<file path="src/hw/rtl/bbpt_pkg.sv">
package bbpt_pkg;

  localparam int CoordW = 16;
  localparam int DivW   = 5;

  typedef struct packed {
    logic                     cmd;
    logic [1:0]               point_row;
    logic [1:0]               point_col;
    logic signed [CoordW-1:0] load_x;
    logic signed [CoordW-1:0] load_y;
    logic signed [CoordW-1:0] load_z;
    logic [DivW-1:0]          strip_index;
  } in_word_t;

  typedef struct packed {
    logic signed [CoordW-1:0] vert_x;
    logic signed [CoordW-1:0] vert_y;
    logic signed [CoordW-1:0] vert_z;
    logic                     strip_end;
  } out_word_t;

  localparam logic CmdLoad  = 1'b0;
  localparam logic CmdStrip = 1'b1;

  // datapath commands
  typedef enum logic [2:0] {
    DP_NOP,
    DP_LOAD,
    DP_PARAM,   // start divide for k/D
    DP_WEIGHT,  // compute weights step
    DP_BLEND,   // one MAC step
    DP_FIN      // round/saturate accumulator
  } dp_op_t;

  typedef struct packed {
    dp_op_t     op;
    logic       wsel;      // 0 row weights, 1 column weights
    logic [1:0] wstep;
    logic [1:0] j;         // blend term
    logic [1:0] r;         // row
    logic [1:0] c;         // coord
    logic       to_mid;    // FIN target: mid[r] vs result[c]
    logic [DivW-1:0] k;
  } dp_cmd_t;

  typedef struct packed {
    logic div_busy;
  } dp_stat_t;

  // default patch, quarter positions in 2^-2 units scaled later
  function automatic logic signed [3:0] quarter_pos(input logic [1:0] i);
    logic signed [3:0] q;
    unique case (i)
      2'd0: q = -4'sd3;
      2'd1: q = -4'sd1;
      2'd2: q = 4'sd1;
      default: q = 4'sd3;
    endcase
    return q;
  endfunction

  function automatic logic signed [3:0] dflt_z(input logic [3:0] i);
    logic signed [3:0] q;
    unique case (i)
      4'd0, 4'd3, 4'd12, 4'd15: q = -4'sd2;
      4'd4, 4'd7:               q = -4'sd3;
      4'd5, 4'd6:               q = 4'sd2;
      4'd9, 4'd10:              q = -4'sd2;
      4'd13, 4'd14:             q = -4'sd4;
      default:                  q = 4'sd0;
    endcase
    return q;
  endfunction

endpackage

</file>
<file path="src/hw/rtl/bbpt_ctrl.sv">
module bbpt_ctrl (
  input  logic                      clk,
  input  logic                      rst,
  input  logic                      in_valid,
  output logic                      in_stall,
  input  bbpt_pkg::in_word_t        in_word,
  input  logic [bbpt_pkg::DivW-1:0] div_eff,
  input  bbpt_pkg::dp_stat_t        stat,
  output bbpt_pkg::dp_cmd_t         cmd,
  output logic                      out_load,
  output logic                      out_last,
  input  logic                      out_free
);
  import bbpt_pkg::*;

  typedef enum logic [2:0] {
    S_IDLE, S_DIV, S_WGT, S_MAC, S_FIN, S_EMIT
  } state_t;

  state_t state;
  logic [DivW-1:0] s_idx, v;
  logic half, wsel;
  logic [1:0] wstep, j, r, c;
  logic row_phase;   // 1 while blending rows into mid

  logic [DivW-1:0] kcur;
  assign kcur = wsel ? v : (half ? s_idx : s_idx - DivW'(1));

  logic strip_ok;
  assign strip_ok = in_word.strip_index != '0 && in_word.strip_index <= div_eff;

  assign in_stall = state != S_IDLE;

  always_comb begin
    cmd = '0;
    cmd.wsel = wsel;
    cmd.wstep = wstep;
    cmd.j = j;
    cmd.r = r;
    cmd.c = c;
    cmd.to_mid = row_phase;
    cmd.k = kcur;
    cmd.op = DP_NOP;
    unique case (state)
      S_IDLE: if (in_valid && in_word.cmd == CmdLoad) cmd.op = DP_LOAD;
      S_DIV:  if (!stat.div_busy && wstep == 2'd0 && j == 2'd0) cmd.op = DP_PARAM;
      S_WGT:  cmd.op = DP_WEIGHT;
      S_MAC:  begin
        cmd.op = DP_BLEND;
        cmd.wsel = !row_phase;
      end
      S_FIN:  cmd.op = DP_FIN;
      default: cmd.op = DP_NOP;
    endcase
  end

  assign out_load = state == S_EMIT && out_free;
  assign out_last = v == div_eff && half;

  always_ff @(posedge clk) begin
    if (rst) begin
      state <= S_IDLE;
      s_idx <= '0; v <= '0; half <= 1'b0; wsel <= 1'b0;
      wstep <= '0; j <= '0; r <= '0; c <= '0; row_phase <= 1'b0;
    end else begin
      unique case (state)
        S_IDLE: if (in_valid && in_word.cmd == CmdStrip && strip_ok) begin
          s_idx <= in_word.strip_index;
          v <= '0; half <= 1'b0; wsel <= 1'b0;
          wstep <= '0; j <= '0;
          state <= S_DIV;
        end
        S_DIV: begin
          // j used as "divide launched" flag
          if (j == 2'd0) j <= 2'd1;
          else if (!stat.div_busy) begin
            j <= '0; wstep <= '0; state <= S_WGT;
          end
        end
        S_WGT: begin
          wstep <= wstep + 2'd1;
          if (wstep == 2'd3) begin
            if (!wsel) begin
              wsel <= 1'b1; state <= S_DIV;
            end else begin
              wsel <= 1'b0; c <= '0; r <= '0; j <= '0;
              row_phase <= 1'b1; state <= S_MAC;
            end
          end
        end
        S_MAC: begin
          j <= j + 2'd1;
          if (j == 2'd3) state <= S_FIN;
        end
        S_FIN: begin
          state <= S_MAC;
          if (row_phase) begin
            r <= r + 2'd1;
            if (r == 2'd3) row_phase <= 1'b0;
          end else begin
            row_phase <= 1'b1;
            r <= '0;
            c <= c + 2'd1;
            if (c == 2'd2) state <= S_EMIT;
          end
        end
        S_EMIT: if (out_free) begin
          if (half) begin
            half <= 1'b0;
            if (v == div_eff) state <= S_IDLE;
            else begin v <= v + DivW'(1); state <= S_DIV; end
          end else begin
            half <= 1'b1; state <= S_DIV;
          end
        end
        default: state <= S_IDLE;
      endcase
    end
  end

`ifndef SYNTHESIS
  a_no_take_busy: assert property (@(posedge clk) disable iff (rst)
    state != S_IDLE |-> in_stall) else $error("accept while busy");
  a_emit_free: assert property (@(posedge clk) disable iff (rst)
    out_load |-> state == S_EMIT) else $error("load outside emit");
  a_v_range: assert property (@(posedge clk) disable iff (rst)
    state != S_IDLE |-> v <= div_eff) else $error("column past end");
`endif

endmodule

</file>
<file path="config.mk">
export PLATFORM = sky130hd
export DESIGN_NAME = bbpt_ctrl
export DESIGN_NICKNAME = d
export VERILOG_FILES = /design/src/hw/rtl/bbpt_pkg.sv /design/src/hw/rtl/bbpt_ctrl.sv
export SDC_FILE = /design/constraint.sdc
export NUM_CORES = 1
export LEC_CHECK = 0
export BUFFER_PORTS_ARGS = -buffer_cell sky130_fd_sc_hd__buf_2
export CELL_PAD_IN_SITES_DETAIL_PLACEMENT = 0
export CELL_PAD_IN_SITES_GLOBAL_PLACEMENT = 2
export CORE_AREA = 2 2 89 91
export CTS_CLUSTER_SIZE = 14
export DETAILED_ROUTE_END_ITERATION = 12
export DIE_AREA = 0 0 91 93
export GPL_ROUTABILITY_DRIVEN = 0
export GPL_TIMING_DRIVEN = 1
export PLACE_DENSITY_LB_ADDON = 0.05
export SLEW_MARGIN = 20
export SYNTH_ARGS = -nofsm -noshare
export SYNTH_HDL_FRONTEND = slang
export SYNTH_SLANG_ARGS = --single-unit
</file>
<file path="constraint.sdc">
create_clock -name clk -period 2.3 [get_ports clk]
set_input_delay 0.23 -clock clk [delete_from_list [all_inputs] [get_ports clk]]
set_output_delay 0.23 -clock clk [all_outputs]
set_load 0.02 [all_outputs]
</file>
After elaboration in Yosys (flattened, before gate mapping)
Index checks and enable logic that the tools add are counted.
Widths: inputs -> output; s select.
{"block": "op_classes", "addsub": 6, "magnitude_cmp": 1, "n_eq_ne": 21, "n_mux": 47, "bitwise_logic": 1, "reduce_logical": 29}
{"operator": "$mux 5", "n": 6}
{"operator": "$mux 3", "n": 9}
{"operator": "$mux 2", "n": 10}
{"operator": "$ne 2x2->1 const B", "n": 10}
{"operator": "$pmux 3 s6", "n": 1}
{"operator": "$pmux 3 s5", "n": 1}
{"operator": "$mux 1", "n": 12}
{"operator": "$pmux 5 s2", "n": 1}
{"operator": "$reduce_and 5->1", "n": 2}
{"operator": "$reduce_and 3->1", "n": 3}
{"operator": "$add 2x1->2 const B", "n": 4}
{"operator": "$eq 2x2->1 const B", "n": 4}
{"operator": "$logic_and 1x1->1", "n": 8}
{"operator": "$pmux 2 s2", "n": 2}
{"operator": "$pmux 2 s4", "n": 1}
{"operator": "$reduce_and 4->1", "n": 2}
{"operator": "$eq 3x2->1 const B", "n": 2}
{"operator": "$eq 3x3->1 const B", "n": 2}
{"operator": "$pmux 1 s2", "n": 3}
{"operator": "$pmux 2 s3", "n": 1}
{"operator": "$reduce_and 6->1", "n": 1}
{"operator": "$reduce_bool 2->1", "n": 3}
{"operator": "$reduce_bool 3->1", "n": 2}
{"operator": "$add 5x1->5 const B", "n": 1}
{"operator": "12 further kinds", "n": 14}
{"block": "word_totals", "reg_bits": 24, "inputBits": 68, "output_inout_bits": 21, "elab_cells": 115}

Depth between registers and ports, before layout
{"block": "depth", "ltp_word": 5, "depth_mapped": 9, "ltp_nobuf": 8}

Worst setup path after synthesis
Ideal clock, no wire load.
{"block": "synth_timing", "path_type": "in2reg", "startpoint": "input port div_eff[1] in the netlist's numbering", "endpoint": "register wstep[0]", "arrival_time_ns": 1.640, "t_required_ns": 2.168, "slack_ns": 0.527, "cell_stages": 8, "n_path_buf": 0, "path_cell_list": "inv_1 > ha_1 > nor2b_1 > o21a_1 > o21a_1 > o31a_2 > o31ai_1 > a21oi_1"}
{"block": "synth_via", "elab_chain_cells": 5}
{"item": "start: declaration", "line": "bbpt_ctrl.sv:7", "source": "input logic [bbpt_pkg::DivW-1:0] div_eff,"}
{"item": "$le 5x5->1", "line": "bbpt_ctrl.sv:30", "source": "assign strip_ok = in_word.strip_index != '0 && in_word.strip_index <= div_eff;"}
{"item": "$logic_and 1x1->1", "line": "bbpt_ctrl.sv:30"}
{"item": "$logic_and 1x1->1", "line": "bbpt_ctrl.sv:67", "source": "S_IDLE: if (in_valid && in_word.cmd == CmdStrip && strip_ok) begin"}
{"item": "$ne 2x2->1 (no source line)"}
{"item": "$reduce_and 4->1 (no source line)"}
{"item": "end signal: assignment", "line": "bbpt_ctrl.sv:81", "source": "wstep <= wstep + 2'd1;"}
{"item": "end: declaration", "line": "bbpt_ctrl.sv:23", "source": "logic [1:0] wstep, j, r, c;"}
Every way passes these cells.
A chain may end at the register's enable or synchronous reset.

Worst setup path in the final report
{"block": "layout_timing", "startpoint": "register state[0]", "endpoint": "output port out_load"}
{"block": "layout_via", "elab_chain_cells": 2}
{"item": "start: declaration", "line": "bbpt_ctrl.sv:20", "source": "state_t state;"}
{"item": "start signal: assignment", "line": "bbpt_ctrl.sv:62", "source": "state <= S_IDLE;"}
{"item": "start signal: assignment", "line": "bbpt_ctrl.sv:71", "source": "state <= S_DIV;"}
{"item": "start signal: assignment", "line": "bbpt_ctrl.sv:77", "source": "j <= '0; wstep <= '0; state <= S_WGT;"}
{"item": "$eq 3x3->1", "line": "bbpt_ctrl.sv:57", "source": "assign out_load = state == S_EMIT && out_free;"}
{"item": "$logic_and 1x1->1", "line": "bbpt_ctrl.sv:57"}
{"item": "end: declaration", "line": "bbpt_ctrl.sv:10", "source": "output logic out_load,"}
Every way passes these cells.

==> flow_summary.toml <==
[pwr]
power_frac_clock_pct = 26.3
pwr-share-seq_pct = 44.1
power.leakage_nw = 0.917
ir_drop_v = 0.000196
p_int_mw = 0.672
switchingPower_mw = 0.344
power.share.combinational_pct = 29.5
sw_frac_of_total_pct = 33.8
p_per_area_nw_per_um2 = 475

[cells_and_area]
fillers = 876
fin_area_um2 = 2140
drive_gt1_share_pct = 24.8
antennaDiodeCount = 0
nNetsFinal = 349
synthToLayoutAreaGrowth_pct = 20.8
multi_input_area_um2 = 1160
ff_latch_area_um2 = 480

[setup_path]
crit_required_ns = 2.07
end_kind = "primary output"
crit_family = "buffers and inverters"
cp.arrival_ns = 1.75
worstSetupStartpointType = "register"
cp_slowest_cell = "dfxtp_1"
cp.depth = 6
cpPeakStageDelay_ns = 0.49
path_class = "register to primary output"
crit_chain = "buf_4 -> inv_1 -> nor2_1 -> and2_1 -> buf_4 -> buf_2"
rr_worst_depth = 6
crit_buf_inv = 4
crit_top_cell = "buf_4"
r2r_start = "state[2]$_SDFFE_PP0P_"
crit_fanout = 8
cp-startpoint = "state[0]$_SDFFE_PP0P_"

[yosys]
synth-compound-area-share_pct = 20.3
synthFlopType = "dfxtp_1"
synthTopCellsByArea = "dfxtp_1 27%, ha_1 9.2%, a21oi_1 7.1%"
synth-async-reset-ratio_pct = 0
synth_top_family_by_area = "simple AND/OR/NAND/NOR gates"
synthTopCellsByCount = "25 x a21oi_1, 24 x dfxtp_1, 22 x nand2_1, 18 x nor2_1, 17 x inv_1"
yosys.area_share.simple_pct = 25.3
synth_xor_area_share_pct = 4.45
synth_most_common_cell = "a21oi_1"
synth_nets = 310
netlist_instances = 229
ys_warn_count = 0
ys_types = 51
synth_top_cell_by_area = "dfxtp_1"
ys_ff_latch = 24
postSynthAreaPerCell_um2 = 7.73
netlist.area_leader.share_pct = 27.1
synth_edf_count = 0
muxShareOfSynthArea_pct = 6.50
synth_seq_area_share_pct = 27.1
netlist_area_um2 = 1770
synth_fa_ha_area_share_pct = 9.19

[sta]
min_period_ns = 1.98
timing.final.ws_setup_ns = 0.321
skew_ns = 0.00665
setup_tns_ns = 0
finalMaxSlewViolations = 0
finalSetupViolCount = 0
hold_violations = 0
period_share_pct = 86.0
rsz0062_at_grt = "no"
worstMarginPinSlew_ns = 0.508
max_freq_mhz = 505
slew_headroom_pct = 65.8
holdWs_ns = 0.211

[global_routing]
grt_max_degree = 21
grt_pass1_wl_um = 8740
grt_remaining_overflow = 0
grt_pass1_vias = 1743
gr-usage-all-layers_pct = 12.8
antenna_found_initial = 0

[routing]
dr_total_vias = 1711
routedWlPerCell_um = 14.2
viasPerCell = 4.65
wl_um = 5220
drc = 0
ant_nets = 0
firstDrtPassIters = 4
initialDrtViolationCount = 42

[clock_network]
cts_buffers = 3
htree_levels = 1
cts_tree = "done"
cts_resized = 0
path_clk_slew_ns = 0.10
clock_sinks = 24
cts-root-buf = "clkbuf_8"
clkLatencyLatePin_ns = 0.27
post-cts-setup-buffers = 0
clock_path_buffers = 2
cts_hold_buf = 0

[worst_hold_path]
worstHoldStart = "rst"
hold_class = "input port to register"
holdPathStages = 2

[floorplan]
die-height_um = 93
coreArea_um2 = 7530
ios = 89
fp.dieArea_um2 = 8460
start_util_pct = 23.5
die_x_um = 91
rows = 32

[job]
cap_viol_max_count = 0

[placed_design]
dpl_cell_area_um2 = 2100
hpwl_um = 4170
port_buffers = 36
place_ws_ns = 0.185

[outcome]
status = "completed"
cell families after synthesis:
group,count (synthesis)
multiplexers,11
AND/OR/NAND/NOR,82
buffers and inverters,30
flip-flops,24
XOR/XNOR,9
adder cells (fa/ha/maj),13
AO/OA/AOI/OAI,60
power groups by stage:
stage                     combinational, mW  clock [mW]  sequential [mW]
after detailed placement              0.306           0            0.458
after CTS                             0.308       0.289            0.449
final                                 0.300       0.268            0.449
after global routing                  0.339       0.296            0.453
after floorplan                       0.209           0            0.453
after global placement                0.311           0            0.460
final timing paths:
path,end,slack (ns)
setup / recovery,out_load,0.32
setup reg to reg,state[0]$_SDFFE_PP0P_,0.48
hold / removal,v[0]$_SDFFE_PP0P_,0.21
hold reg to reg,c[1]$_SDFFE_PP0P_,0.48
stage by stage:
step / power (mW) / utilization (%) / instances
floorplan: 0.662 / - / 229
global placement: 0.771 / 27.9 / 365
detailed placement: 0.765 / 27.9 / 365
CTS: 1.05 / 28.4 / 368
global route: 1.09 / 28.4 / 368
finish: 1.02 / 28.4 / 368
registers in the layout, indices dropped and copies added, names as in the netlist:
register   cells
j              2
state          3
wsel           1
wstep          2
r              2
c              2
s_idx          5
row_phase      1
v              5
half           1
per-layer routing:
layer  vias up  wire, um  GRT usage (%)
met5         -         0              0
met3         7       245           2.42
li1        874         -              -
met2        42      2470           21.7
met1       788      2420           16.3
met4         0        94           4.67
placed cells by master (no fill, tap or decap), types with 5 or more instances in the layout:
cell / Yosys / routed
buf_2: 1 / 36
a21oi_1: 25 / 25
dfxtp_1: 24 / 24
nand2_1: 22 / 22
nor2_1: 18 / 18
inv_1: 17 / 17
o21ai_0: 13 / 13
ha_1: 13 / 13
buf_4: 1 / 11
xor2_1: 7 / 7
mux2i_1: 7 / 7
nand2b_1: 6 / 6
a211oi_1: 5 / 5
nor2b_1: 5 / 5
final cells by class:
type                            count  share of cell area (%)
Multi-Input combinational cell    175                    54.4
Sequential cell                    24                    22.5
Timing Repair Buffer               47                    12.3
Tap cell                          102                    5.96
Inverter                           17                    2.98
Clock buffer                        3                    1.93
worst register-to-register path, cell delays in order, from the launching register on:
cell	delay (ns)
dfxtp_1	0.41
buf_4	0.21
nor3b_2	0.36
nor2b_1	0.24
a21oi_1	0.10
o21a_1	0.12
a221oi_1	0.27
Power figures use the tool's default switching activity.
